[config.mk]
export PLATFORM = sky130hd
export DESIGN_NAME = byte_fifo_with_line_count_core
export DESIGN_NICKNAME = d
export VERILOG_FILES = /design/src/hw/rtl/bflc_pkg.sv /design/src/hw/rtl/bflc_ram.sv /design/src/hw/rtl/bflc_ctrl.sv /design/src/hw/rtl/bflc_dpath.sv /design/src/hw/rtl/byte_fifo_with_line_count_core.sv
export SDC_FILE = /design/constraint.sdc
export NUM_CORES = 1
export LEC_CHECK = 0
export ABC_AREA = 1
export BUFFER_PORTS_ARGS = -buffer_cell sky130_fd_sc_hd__buf_2
export CAP_MARGIN = 20
export CORE_MARGIN = 8
export CORE_UTILIZATION = 25
export DETAILED_ROUTE_END_ITERATION = 10
export PLACE_DENSITY = 0.5
export SYNTH_ARGS = -nofsm -noshare
export SYNTH_HDL_FRONTEND = slang
export SYNTH_SLANG_ARGS = --single-unit
export TNS_END_PERCENT = 1
[constraint.sdc]
create_clock -name clock -period 5.98 [get_ports clock]
set_clock_uncertainty 0.2 [all_clocks]
set_input_delay 0.897 -clock clock [delete_from_list [all_inputs] [get_ports clock]]
set_output_delay 0.897 -clock clock [all_outputs]
set_load 0.005 [all_outputs]
[src/hw/rtl/bflc_pkg.sv]
`timescale 1ns / 1ps
// Shared types and constants of the byte FIFO with line count.
package bflc_pkg;

   localparam int SIZE_W  = 7;
   localparam int LINES_W = 6;
   localparam logic [7:0] NL_BYTE = 8'h0A;

   typedef enum logic [1:0] {
      REQ_PUSH  = 2'd0,
      REQ_POP   = 2'd1,
      REQ_LINE  = 2'd2,
      REQ_CLEAR = 2'd3
   } req_code_type;

   typedef struct packed {
      req_code_type req_type;
      logic [7:0]   data_in;
   } req_pkt_type;

   typedef struct packed {
      logic [7:0]         data_out;
      logic               ok;
      logic               last;
      logic               is_empty;
      logic               is_full;
      logic [LINES_W-1:0] lines_held;
   } rsp_pkt_type;

   typedef enum logic [1:0] {
      ST_IDLE,
      ST_POP_WAIT,
      ST_LINE
   } ctrl_state_type;

   // Commands from controller to datapath.
   typedef struct packed {
      logic push;
      logic clear;
      logic pop;
      logic line;
      logic pop_done;
      logic line_byte;
   } cmd_type;

   // Status from datapath to controller.
   typedef struct packed {
      logic ring_empty;
      logic no_line;
      logic data_nl;
   } stat_type;

endpackage

[src/hw/rtl/bflc_ram.sv]
`timescale 1ns / 1ps
// Generic single-write, single-read RAM with registered read data.
module bflc_ram #(
   parameter int WIDTH = 8,
   parameter int DEPTH = 64
) (
   input  logic                     clock,
   input  logic                     wr_en,
   input  logic [$clog2(DEPTH)-1:0] wr_addr,
   input  logic [WIDTH-1:0]         wr_data,
   input  logic                     rd_en,
   input  logic [$clog2(DEPTH)-1:0] rd_addr,
   output logic [WIDTH-1:0]         rd_data
);

   logic [WIDTH-1:0] mem [DEPTH];
   logic [WIDTH-1:0] rd_data_ff;

   always_ff @(posedge clock) begin
      if (wr_en) begin
         mem[wr_addr] <= wr_data;
      end
      if (rd_en) begin
         rd_data_ff <= mem[rd_addr];
      end
   end

   assign rd_data = rd_data_ff;

endmodule

[src/hw/rtl/bflc_ctrl.sv]
`timescale 1ns / 1ps
// Request sequencer and response valid control of the byte FIFO.
module bflc_ctrl (
   input  logic                  clock,
   input  logic                  reset,
   input  logic                  req_valid,
   output logic                  req_ready,
   input  bflc_pkg::req_code_type req_code,
   output logic                  rsp_valid,
   input  logic                  rsp_ready,
   input  bflc_pkg::stat_type    stat,
   output bflc_pkg::cmd_type     cmd
);
   import bflc_pkg::*;

   ctrl_state_type state_ff, state_in;
   logic           rsp_valid_ff, rsp_valid_in;
   logic           slot_free;
   logic           accept;
   logic           rsp_load;

   assign slot_free = !rsp_valid_ff || rsp_ready;
   assign req_ready = (state_ff == ST_IDLE) && slot_free;
   assign accept    = req_valid && req_ready;

   always_comb begin
      state_in = state_ff;
      cmd      = '0;
      case (state_ff)
         ST_IDLE: begin
            if (accept) begin
               case (req_code)
                  REQ_PUSH:  cmd.push = 1'b1;
                  REQ_POP: begin
                     cmd.pop = 1'b1;
                     if (!stat.ring_empty) state_in = ST_POP_WAIT;
                  end
                  REQ_LINE: begin
                     cmd.line = 1'b1;
                     if (!stat.no_line) state_in = ST_LINE;
                  end
                  REQ_CLEAR: cmd.clear = 1'b1;
                  default:   cmd.clear = 1'b1;
               endcase
            end
         end
         ST_POP_WAIT: begin
            if (slot_free) begin
               cmd.pop_done = 1'b1;
               state_in     = ST_IDLE;
            end
         end
         ST_LINE: begin
            if (slot_free) begin
               cmd.line_byte = 1'b1;
               if (stat.data_nl) state_in = ST_IDLE;
            end
         end
         default: state_in = ST_IDLE;
      endcase
   end

   assign rsp_load = cmd.push || cmd.clear || (cmd.pop && stat.ring_empty) ||
                     (cmd.line && stat.no_line) || cmd.pop_done || cmd.line_byte;

   always_comb begin
      if (rsp_load) begin
         rsp_valid_in = 1'b1;
      end else if (rsp_ready) begin
         rsp_valid_in = 1'b0;
      end else begin
         rsp_valid_in = rsp_valid_ff;
      end
   end

   always_ff @(posedge clock) begin
      if (reset) begin
         state_ff     <= ST_IDLE;
         rsp_valid_ff <= 1'b0;
      end else begin
         state_ff     <= state_in;
         rsp_valid_ff <= rsp_valid_in;
      end
   end

   assign rsp_valid = rsp_valid_ff;

   a_one_cmd: assert property (@(posedge clock) disable iff (reset)
      $onehot0({cmd.push, cmd.clear, cmd.pop, cmd.line, cmd.pop_done, cmd.line_byte}))
      else $error("more than one datapath command in a cycle");

   a_pop_wait: assert property (@(posedge clock) disable iff (reset)
      accept && req_code == REQ_POP && !stat.ring_empty |=> state_ff == ST_POP_WAIT)
      else $error("pop of a held byte did not wait for read data");

   a_load_free: assert property (@(posedge clock) disable iff (reset)
      rsp_load |-> slot_free)
      else $error("response loaded over an untaken response");

endmodule

[src/hw/rtl/bflc_dpath.sv]
`timescale 1ns / 1ps
// Ring indices, newline count, flags, ring memory and response register.
module bflc_dpath #(
   parameter int DEPTH = 64
) (
   input  logic                          clock,
   input  logic                          reset,
   input  bflc_pkg::cmd_type             cmd,
   input  logic [7:0]                    data_in,
   input  logic                          csr_wr_en,
   input  logic [bflc_pkg::SIZE_W-1:0]   csr_wr_data,
   output bflc_pkg::stat_type            stat,
   output bflc_pkg::rsp_pkt_type         rsp_payload
);
   import bflc_pkg::*;

   localparam int IDX_W = $clog2(DEPTH);
   localparam logic [SIZE_W-1:0] MAX_SLOTS = SIZE_W'(DEPTH);
   localparam logic [SIZE_W-1:0] MIN_SLOTS = SIZE_W'(2);

   logic [IDX_W-1:0]   rd_idx_ff, rd_idx_in;
   logic [IDX_W-1:0]   wr_idx_ff, wr_idx_in;
   logic [LINES_W-1:0] nl_cnt_ff, nl_cnt_in;
   logic               full_ff, full_in;
   logic               tail_nl_ff, tail_nl_in;
   logic [SIZE_W-1:0]  slots_ff, slots_in;
   logic               ln_empty_ff, ln_empty_in;
   logic [LINES_W-1:0] ln_cnt_ff, ln_cnt_in;
   rsp_pkt_type        rsp_ff, rsp_in;

   logic [SIZE_W-1:0]  rd_sum, wr_sum;
   logic [IDX_W-1:0]   rd_nxt, wr_nxt;
   logic               ring_full, ring_empty, no_line, din_nl, data_nl;
   logic               ram_wr_en, ram_rd_en;
   logic [7:0]         ram_rd_data;

   // Advance with wrap at the configured slot count.
   assign rd_sum = SIZE_W'(rd_idx_ff) + SIZE_W'(1);
   assign wr_sum = SIZE_W'(wr_idx_ff) + SIZE_W'(1);
   assign rd_nxt = (rd_sum >= slots_ff) ? '0 : rd_sum[IDX_W-1:0];
   assign wr_nxt = (wr_sum >= slots_ff) ? '0 : wr_sum[IDX_W-1:0];

   assign ring_empty = (rd_idx_ff == wr_idx_ff);
   assign ring_full  = (wr_nxt == rd_idx_ff);
   assign no_line    = (nl_cnt_ff == '0);
   assign din_nl     = (data_in == NL_BYTE);
   assign data_nl    = (ram_rd_data == NL_BYTE);

   assign ram_wr_en = cmd.push && !ring_full;
   assign ram_rd_en = (cmd.pop && !ring_empty) || (cmd.line && !no_line) ||
                      (cmd.line_byte && !data_nl);

   bflc_ram #(
      .WIDTH (8),
      .DEPTH (DEPTH)
   ) u_ram (
      .clock   (clock),
      .wr_en   (ram_wr_en),
      .wr_addr (wr_idx_ff),
      .wr_data (data_in),
      .rd_en   (ram_rd_en),
      .rd_addr (rd_idx_ff),
      .rd_data (ram_rd_data)
   );

   always_comb begin
      rd_idx_in   = rd_idx_ff;
      wr_idx_in   = wr_idx_ff;
      nl_cnt_in   = nl_cnt_ff;
      full_in     = full_ff;
      tail_nl_in  = tail_nl_ff;
      slots_in    = slots_ff;
      ln_empty_in = ln_empty_ff;
      ln_cnt_in   = ln_cnt_ff;
      rsp_in      = rsp_ff;

      if (ram_rd_en) begin
         rd_idx_in = rd_nxt;
      end

      if (csr_wr_en) begin
         if (csr_wr_data < MIN_SLOTS) begin
            slots_in = MIN_SLOTS;
         end else if (csr_wr_data > MAX_SLOTS) begin
            slots_in = MAX_SLOTS;
         end else begin
            slots_in = csr_wr_data;
         end
         rd_idx_in  = '0;
         wr_idx_in  = '0;
         nl_cnt_in  = '0;
         full_in    = 1'b0;
         tail_nl_in = 1'b0;
      end

      if (cmd.push) begin
         rsp_in.data_out = '0;
         rsp_in.last     = 1'b1;
         if (ring_full) begin
            full_in             = 1'b1;
            rsp_in.ok           = 1'b0;
            rsp_in.is_empty     = ring_empty;
            rsp_in.is_full      = 1'b1;
            rsp_in.lines_held   = nl_cnt_ff;
         end else begin
            wr_idx_in           = wr_nxt;
            nl_cnt_in           = nl_cnt_ff + LINES_W'(din_nl);
            tail_nl_in          = din_nl;
            rsp_in.ok           = 1'b1;
            rsp_in.is_empty     = 1'b0;
            rsp_in.is_full      = full_ff;
            rsp_in.lines_held   = nl_cnt_ff + LINES_W'(din_nl);
         end
      end

      if (cmd.clear) begin
         rd_idx_in  = '0;
         wr_idx_in  = '0;
         nl_cnt_in  = '0;
         full_in    = 1'b0;
         tail_nl_in = 1'b0;
         rsp_in     = '{data_out: '0, ok: 1'b1, last: 1'b1, is_empty: 1'b1,
                        is_full: 1'b0, lines_held: '0};
      end

      if (cmd.pop) begin
         if (ring_empty) begin
            rsp_in = '{data_out: '0, ok: 1'b0, last: 1'b1, is_empty: 1'b1,
                       is_full: full_ff, lines_held: nl_cnt_ff};
         end else begin
            full_in = 1'b0;
         end
      end

      if (cmd.line) begin
         if (no_line) begin
            rsp_in = '{data_out: '0, ok: 1'b0, last: 1'b1, is_empty: ring_empty,
                       is_full: full_ff, lines_held: nl_cnt_ff};
         end else begin
            // Final status of the whole line read, shown on every byte.
            full_in     = 1'b0;
            ln_empty_in = (nl_cnt_ff == LINES_W'(1)) && tail_nl_ff;
            ln_cnt_in   = nl_cnt_ff - LINES_W'(1);
         end
      end

      if (cmd.pop_done) begin
         nl_cnt_in = nl_cnt_ff - LINES_W'(data_nl);
         rsp_in    = '{data_out: ram_rd_data, ok: 1'b1, last: 1'b1,
                       is_empty: ring_empty, is_full: 1'b0,
                       lines_held: nl_cnt_ff - LINES_W'(data_nl)};
      end

      if (cmd.line_byte) begin
         nl_cnt_in = nl_cnt_ff - LINES_W'(data_nl);
         rsp_in    = '{data_out: ram_rd_data, ok: 1'b1, last: data_nl,
                       is_empty: ln_empty_ff, is_full: 1'b0, lines_held: ln_cnt_ff};
      end
   end

   always_ff @(posedge clock) begin
      if (reset) begin
         rd_idx_ff  <= '0;
         wr_idx_ff  <= '0;
         nl_cnt_ff  <= '0;
         full_ff    <= 1'b0;
         tail_nl_ff <= 1'b0;
         slots_ff   <= MAX_SLOTS;
      end else begin
         rd_idx_ff  <= rd_idx_in;
         wr_idx_ff  <= wr_idx_in;
         nl_cnt_ff  <= nl_cnt_in;
         full_ff    <= full_in;
         tail_nl_ff <= tail_nl_in;
         slots_ff   <= slots_in;
      end
   end

   always_ff @(posedge clock) begin
      ln_empty_ff <= ln_empty_in;
      ln_cnt_ff   <= ln_cnt_in;
      rsp_ff      <= rsp_in;
   end

   assign stat.ring_empty = ring_empty;
   assign stat.no_line    = no_line;
   assign stat.data_nl    = data_nl;
   assign rsp_payload     = rsp_ff;

   a_idx_range: assert property (@(posedge clock) disable iff (reset)
      SIZE_W'(rd_idx_ff) < slots_ff && SIZE_W'(wr_idx_ff) < slots_ff)
      else $error("ring index beyond configured slot count");

   a_slots_range: assert property (@(posedge clock) disable iff (reset)
      slots_ff >= MIN_SLOTS && slots_ff <= MAX_SLOTS)
      else $error("slot count outside the built depth");

   a_line_held: assert property (@(posedge clock) disable iff (reset)
      cmd.line_byte |-> nl_cnt_ff != '0)
      else $error("line byte streamed with no newline held");

endmodule

[src/hw/rtl/byte_fifo_with_line_count_core.sv]
`timescale 1ns / 1ps
// Top level of the circular byte FIFO with a count of held newline bytes.
//
// A ring of csr_wr_data slots (clamped to 2..DEPTH, DEPTH after reset) in a
// DEPTH-deep RAM, one slot always kept empty, so it holds at most size minus
// one bytes. Each request yields one response, except a line read that finds
// a newline held: it streams the bytes up to and including the first newline,
// one response per byte, with last set on the newline. Every response of a
// request carries the empty flag, sticky full flag and newline count as they
// stand once the whole request is done. Push, clear and a pop on an empty
// ring load their response when accepted; a pop that finds a byte waits in
// ST_POP_WAIT for the registered read port of the ring RAM. A line read with
// no newline held is answered the same way; one that finds a newline enters
// ST_LINE and streams its bytes while rsp_ready stays high, the RAM read of
// the next byte overlapping the delivery of this one.
// A new request is taken once the previous one has put out its last response
// and the response register is free or being emptied. Writing the size
// register empties the ring; write it only while no request is in flight.
// No clearing pass runs after reset: the indices and count start at zero.
module byte_fifo_with_line_count_core #(
   parameter int DEPTH = 64
) (
   input  logic                        clock,
   input  logic                        reset,
   // request channel
   input  logic                        req_valid,
   output logic                        req_ready,
   input  bflc_pkg::req_pkt_type       req_payload,
   // response channel
   output logic                        rsp_valid,
   input  logic                        rsp_ready,
   output bflc_pkg::rsp_pkt_type       rsp_payload,
   // size register
   input  logic                        csr_wr_en,
   input  logic [bflc_pkg::SIZE_W-1:0] csr_wr_data
);
   import bflc_pkg::*;

   cmd_type  cmd;
   stat_type stat;

   // Controller: accept requests, sequence pops and line reads, and hold
   // the response valid until the far side takes it.
   bflc_ctrl u_ctrl (
      .clock     (clock),
      .reset     (reset),
      .req_valid (req_valid),
      .req_ready (req_ready),
      .req_code  (req_payload.req_type),
      .rsp_valid (rsp_valid),
      .rsp_ready (rsp_ready),
      .stat      (stat),
      .cmd       (cmd)
   );

   // Datapath: ring RAM, indices, newline count, flags, response register.
   bflc_dpath #(
      .DEPTH (DEPTH)
   ) u_dpath (
      .clock       (clock),
      .reset       (reset),
      .cmd         (cmd),
      .data_in     (req_payload.data_in),
      .csr_wr_en   (csr_wr_en),
      .csr_wr_data (csr_wr_data),
      .stat        (stat),
      .rsp_payload (rsp_payload)
   );

   // A held response must not change until taken.
   a_rsp_hold: assert property (@(posedge clock) disable iff (reset)
      rsp_valid && !rsp_ready |=> rsp_valid && $stable(rsp_payload))
      else $error("response dropped or changed while stalled");

   // No new request while a response is waiting and not being taken.
   a_no_overrun: assert property (@(posedge clock) disable iff (reset)
      rsp_valid && !rsp_ready |-> !req_ready)
      else $error("request taken with response register blocked");

   // A line read in progress keeps the request side closed.
   a_line_busy: assert property (@(posedge clock) disable iff (reset)
      rsp_valid && !rsp_payload.last |-> !req_ready)
      else $error("request taken in the middle of a line read");

endmodule
### Word level (Yosys, flattened, before mapping)

Memories as Yosys holds them, arrays and structs flattened. A register that Yosys moved wholly into a read port is not among the register bits.
Cells that the tools add are included.

| cells by class | value |
|---|---|
| add/subtract/negate cells | 5 |
| order comparisons | 4 |
| eq/ne operators | 17 |
| mux-type cells | 55 |
| bitwise gates (word level) | 1 |
| reductions and logical operators | 31 |

Operators by type and width:

| cell | number |
|---|---|
| $mux 18 | 8 |
| $mux 6 | 11 |
| $mux 1 | 23 |
| $eq 8x4->1 const B | 2 |
| $add 6x1->7 const B | 2 |
| $ge 7x7->1 | 2 |
| $mux 7 | 2 |
| $eq 6x6->1 | 2 |
| $mux 2 | 6 |
| $logic_and 1x1->1 | 9 |
| $ne 3x3->1 const B | 3 |
| $logic_or 1x1->1 | 8 |
| $mux 4 | 2 |
| $mux 8 | 1 |
| $ne 2x1->1 const B | 4 |
| $gt 7x7->1 const B | 1 |
| $lt 7x2->1 const B | 1 |
| $reduce_and 7->1 | 1 |
| $add 6x1->6 | 1 |
| $eq 2x2->1 const B | 3 |
| $eq 6x1->1 const B | 1 |
| $logic_not 6->1 | 1 |
| $pmux 2 s3 | 1 |
| $sub 6x1->6 | 1 |
| other kinds (10) | 17 |

| storage, ports and cells | value |
|---|---|
| register bits | 55 |
| RAM bits | 512 |
| input port bits | 22 |
| output and inout bits | 20 |
| logic and storage cells | 130 |
| memories | 1 |

Memories:

| memory | depth | width | read ports | clocked after memory_dff | write ports | line | RTL |
|---|---|---|---|---|---|---|---|
| u_dpath.u_ram.mem | 64 | 8 | 1 | 1 | 1 | bflc_ram.sv:16 | `logic [WIDTH-1:0] mem [DEPTH];` |

### Depth between registers and ports, before layout

| depth | value |
|---|---|
| depth in word-level cells | 14 |
| gate-level depth with buffers | 24 |
| gate-level depth less buffers | 23 |

### Modules after synthesis

A second synthesis with hierarchy kept.

| second synthesis, totals | value |
|---|---|
| cells, all modules | 2365 |
| area total of the unflattened synthesis | 25206.7 µm² |

Modules (own cells, without submodules):

| module | instances | cells an instance | area each (µm²) | seq. area each (µm²) |
|---|---|---|---|---|
| bflc_ram | 1 | 1805 | 21419.3 | 15615.0 |
| bflc_dpath | 1 | 503 | 3453.3 | 1111.1 |
| bflc_ctrl | 1 | 57 | 334.1 | 60.1 |

### Worst setup path after synthesis

No wires, ideal clock.

| timing path | value |
|---|---|
| path kind | register -> register |
| start | register u_dpath.wr_idx_ff[3] |
| end | memory u_dpath.u_ram.mem[11][0] (enable) |
| library setup time | 0.371 ns |
| data arrival time | 2.790 ns |
| required time | 5.409 ns |
| setup slack | 2.620 ns |
| stages on the path, launching flop included | 20 |
| buffers on the path | 1 |
| clock period less this slack | 3.360 ns |
| cell sequence | dfxtp_1 buf_6 inv_4 nor2_2 clkinv_1 nor2_1 ha_1 nand2_1 inv_1 a21oi_4 nand3_2 inv_1 nand2_1 nand2_2 nor2_8 nand2_4 nand2_8 inv_6 nand4_1 nor2_1 |

| on the way | value |
|---|---|
| cells in the longest elaborated chain, start to end | 8 |

Ends and longest elaborated chain:

| item | line | RTL |
|---|---|---|
| start, declared | bflc_dpath.sv:22 | `logic [IDX_W-1:0] wr_idx_ff, wr_idx_in;` |
| start signal, assigned | bflc_dpath.sv:171 | `wr_idx_ff <= wr_idx_in;` |
| $add 6x1->7 | bflc_dpath.sv:39 | `assign wr_sum = SIZE_W'(wr_idx_ff) + SIZE_W'(1);` |
| $ge 7x7->1 | bflc_dpath.sv:41 | `assign wr_nxt = (wr_sum >= slots_ff) ? '0 : wr_sum[IDX_W-1:0];` |
| $mux 6 | bflc_dpath.sv:41 |  |
| $eq 6x6->1 | bflc_dpath.sv:44 | `assign ring_full = (wr_nxt == rd_idx_ff);` |
| $logic_not 1->1 | bflc_dpath.sv:49 | `assign ram_wr_en = cmd.push && !ring_full;` |
| $logic_and 1x1->1 | bflc_dpath.sv:49 |  |
| $mux 1 | bflc_ram.sv:20 | `if (wr_en) begin` |
| $mux 1 (not written as such) | bflc_ram.sv:21 | `mem[wr_addr] <= wr_data;` |
| end, declared | bflc_ram.sv:16 |  |

Several ways; a longest one is shown, not always the timed one.

### Worst setup path after layout

| timing path | value |
|---|---|
| start | register u_dpath.wr_idx_ff[3] |
| end | memory u_dpath.u_ram.mem[47][5] (enable) |

The elaborated chain is that of the path after synthesis.

==> out/summary.txt <==
post-CTS setup buffers = 0
vias in the first global route = 15500
GR met2 Demand/Resource = 19.4%
Worst Path Arrival = 5.05 ns
Post-Synth Simple-Gate Area = 9.21%
Async SR Flop Fraction = 0%
Antenna diodes = 0
GRT overflow = 0
router iterations before antenna repair = 6
first-pass GRT wire length = 100000 um
vias per inst = 4.86
Post-CTS Resized = 0
cell taking the most area after synthesis = edfxtp_1
total track usage = 12.7%
critical path type = reg2reg
count of final setup violators = 0
highest clock rate = 199 MHz
count leader, synth = edfxtp_1
routability congestion estimate = 0.860
crit path max fanout = 18
R2R setup slack = 0.96 ns
Die ar. = 104000 um2
area grow syn2layout = 14.4%
Synth Area in Compound Gates = 14.0%
Pwr per Cell Area = 340 nW/um2
largest net degree at the start of global routing = 97
Hold Path Class = reg2reg
met1 Use GR = 17.9%
hold_sp = u_dpath.rsp_payload[8]$_DFF_P_
WL/cell = 21.5 um
final hold vios = 0
XOR/XNOR Fraction of Synth Area = 0.559%
# H-tree levels = 2
total CTS buffers = 57
IO Count = 42
routed vias = 15500
flip-flop and latch count after synthesis = 575
fin. max-slew vios = 0
post-synthesis mux area share = 0%
layout cells sized above 1 = 9.80%
Detailed Place HPWL = 41600 um
Post-Synth Adder-Cell Area = 1.44%
sequential-to-total area share from yosys stat = 71.4%
Placed Instances = 3076
CP startpoint = u_dpath.wr_idx_ff[3]$_SDFF_PP0_
Least-Margin Pin Slew = 1.03 ns
Clock transition at path regs = 0.06 ns
Yosys cell types = 43
Top FF cell, synth = edfxtp_1
post-synth top area share = 67.3%
# port buffers = 41
top post-synthesis cells by area = edfxtp_1, a21oi_1, o221ai_1
layer with the highest usage = met2
R2R Path Start = u_dpath.wr_idx_ff[3]$_SDFF_PP0_
maxcap violations = 0
mapped cell area = 23500 um2
EDFF count, synth = 527
Nets = 1930
Max clock buf depth = 3
CTS Sinks = 575
Initial DRC Count = 1798
unrepaired setup endpoints after global routing = false
Synth Warn # = 0
Die Width = 323 um
shortest period the worst path allows = 5.02 ns
Post-DRT Antenna Nets = 0
later-pin clock latency in the skew report = 0.66 ns
standard-cell row count = 112
hold buffer count at cts = 0
initial antenna violation count = 1
core area = 93300 um2
Slew headroom = 31.3%
Syn Area/Cell = 12.6 um2
syn_nets = 1911
drc violations = 0
Die Span Y = 323 um
Initial Utilization = 25.2%
Post-synth top cells = edfxtp_1, a21oi_1, nand2_1
Peak VDD IR = 0.215 mV
setup_tns = 0 ns
largest family of logic cells by synthesized area = compound AO/OA/AOI/OAI gates
final period utilization = 83.9%
final wirelength = 68300 um
CP endpoint kind = flip-flop
Layout Cells excl Fill = 3183
Data required, critical path = 6.01 ns
Lkg Pwr = 8.81 nW
startpoint types = flip-flop
met3 Usage GRT = 2.53%
CTS tree = yes
Cells after Synth = 1862
status = complete, no violations
CTS Root Cell = clkbuf_16
## kinds of logic after synthesis
kind of cell	count (synthesis)
buf+inv	196
flops	575
xor+xnor	15
fa+ha+maj	27
simple gates	500
compound gates	549
## final cells by class
type                       count  area, um2
clock inverter                39        334
fill                        9545      66400
sequential                   575      16800
timing repair buffer          73        458
tap                         1254       1570
inverter                      83        322
multi-input combinational   1091       5950
clock buffer                  68       1480
## worst max-delay path: stages, from the launching register on
cell and delay, ns:
dfxtp_1 0.56, inv_4 0.10, nor2_2 0.15, clkinv_1 0.35, nor2_1 0.23, ha_1 0.27, nand2_1 0.09, inv_1 0.08
a21oi_4 0.27, nand3_1 0.16, nand2_1 0.09, nand2_1 0.06, nand2_1 0.12, nor2_4 0.07, nand2_4 0.11, nand2_8 0.11
inv_6 0.16, nand2_1 0.62, nor2_1 0.81
## placed cells by master, fill, tap and decap left out, drive strengths merged, types with 2 or more instances in the layout
master      n
a22o        3
clkinv     36
nand4      19
clkbuf     68
xor2       13
o221ai    128
buf        73
edfxtp    527
nor3        9
nor2      113
dfxtp      48
bufinv      3
xnor2       2
o211ai      3
ha         27
a21oi     307
nand3      86
inv        80
o21ai      94
clkinvlp    3
nand2     270
a211oi     11
## registers in the layout (all words and copies together) (netlist names), 6 cells and up
register and cells:
u_dpath.ln_cnt_ff 6, u_dpath.rsp_payload 18, u_dpath.u_ram.mem 512, u_dpath.wr_idx_ff 6
u_dpath.nl_cnt_ff 6, u_dpath.slots_ff 7, u_dpath.rd_idx_ff 6, u_dpath.u_ram.rd_data 8
## worst paths after layout
check | end | cells after the start
max | u_dpath.u_ram.mem[47][5]$_DFFE_PP_ | 18
min | u_dpath.rsp_payload[8]$_DFF_P_ | 2
max reg2reg | u_dpath.u_ram.mem[47][5]$_DFFE_PP_ | 18
min reg2reg | u_dpath.rsp_payload[8]$_DFF_P_ | 2
## where the power goes
group	internal, mW	switching, mW	leakage (nW)
Sequential	4.51	0.0965	5.13
Clock	1.91	1.56	0.875
Combinational	0.311	0.745	2.80
## metal layers
metal / routed length [um] / part of all wire (%)
met5: 0 / 0
met2: 30000 / 44
met4: 2150 / 3.1
met1: 31000 / 45
met3: 5150 / 7.5
## per-stage QoR
stage | power (mW) | utilization, % | worst slack (ns) | hold WS, ns | instance area, um2
floorplan | 5.32 | - | 2.62 | 0.219 | 23500
global placement | 5.74 | 26.9 | 1.29 | 0.233 | 25100
detailed placement | 5.75 | 26.9 | 1.06 | 0.248 | 25100
CTS | 9.22 | 28.8 | 1.06 | 0.257 | 26900
global route | 9.50 | 28.8 | 0.821 | 0.301 | 26900
finish | 9.14 | 28.8 | 0.963 | 0.258 | 26900
(Power assumes the default switching activity.)
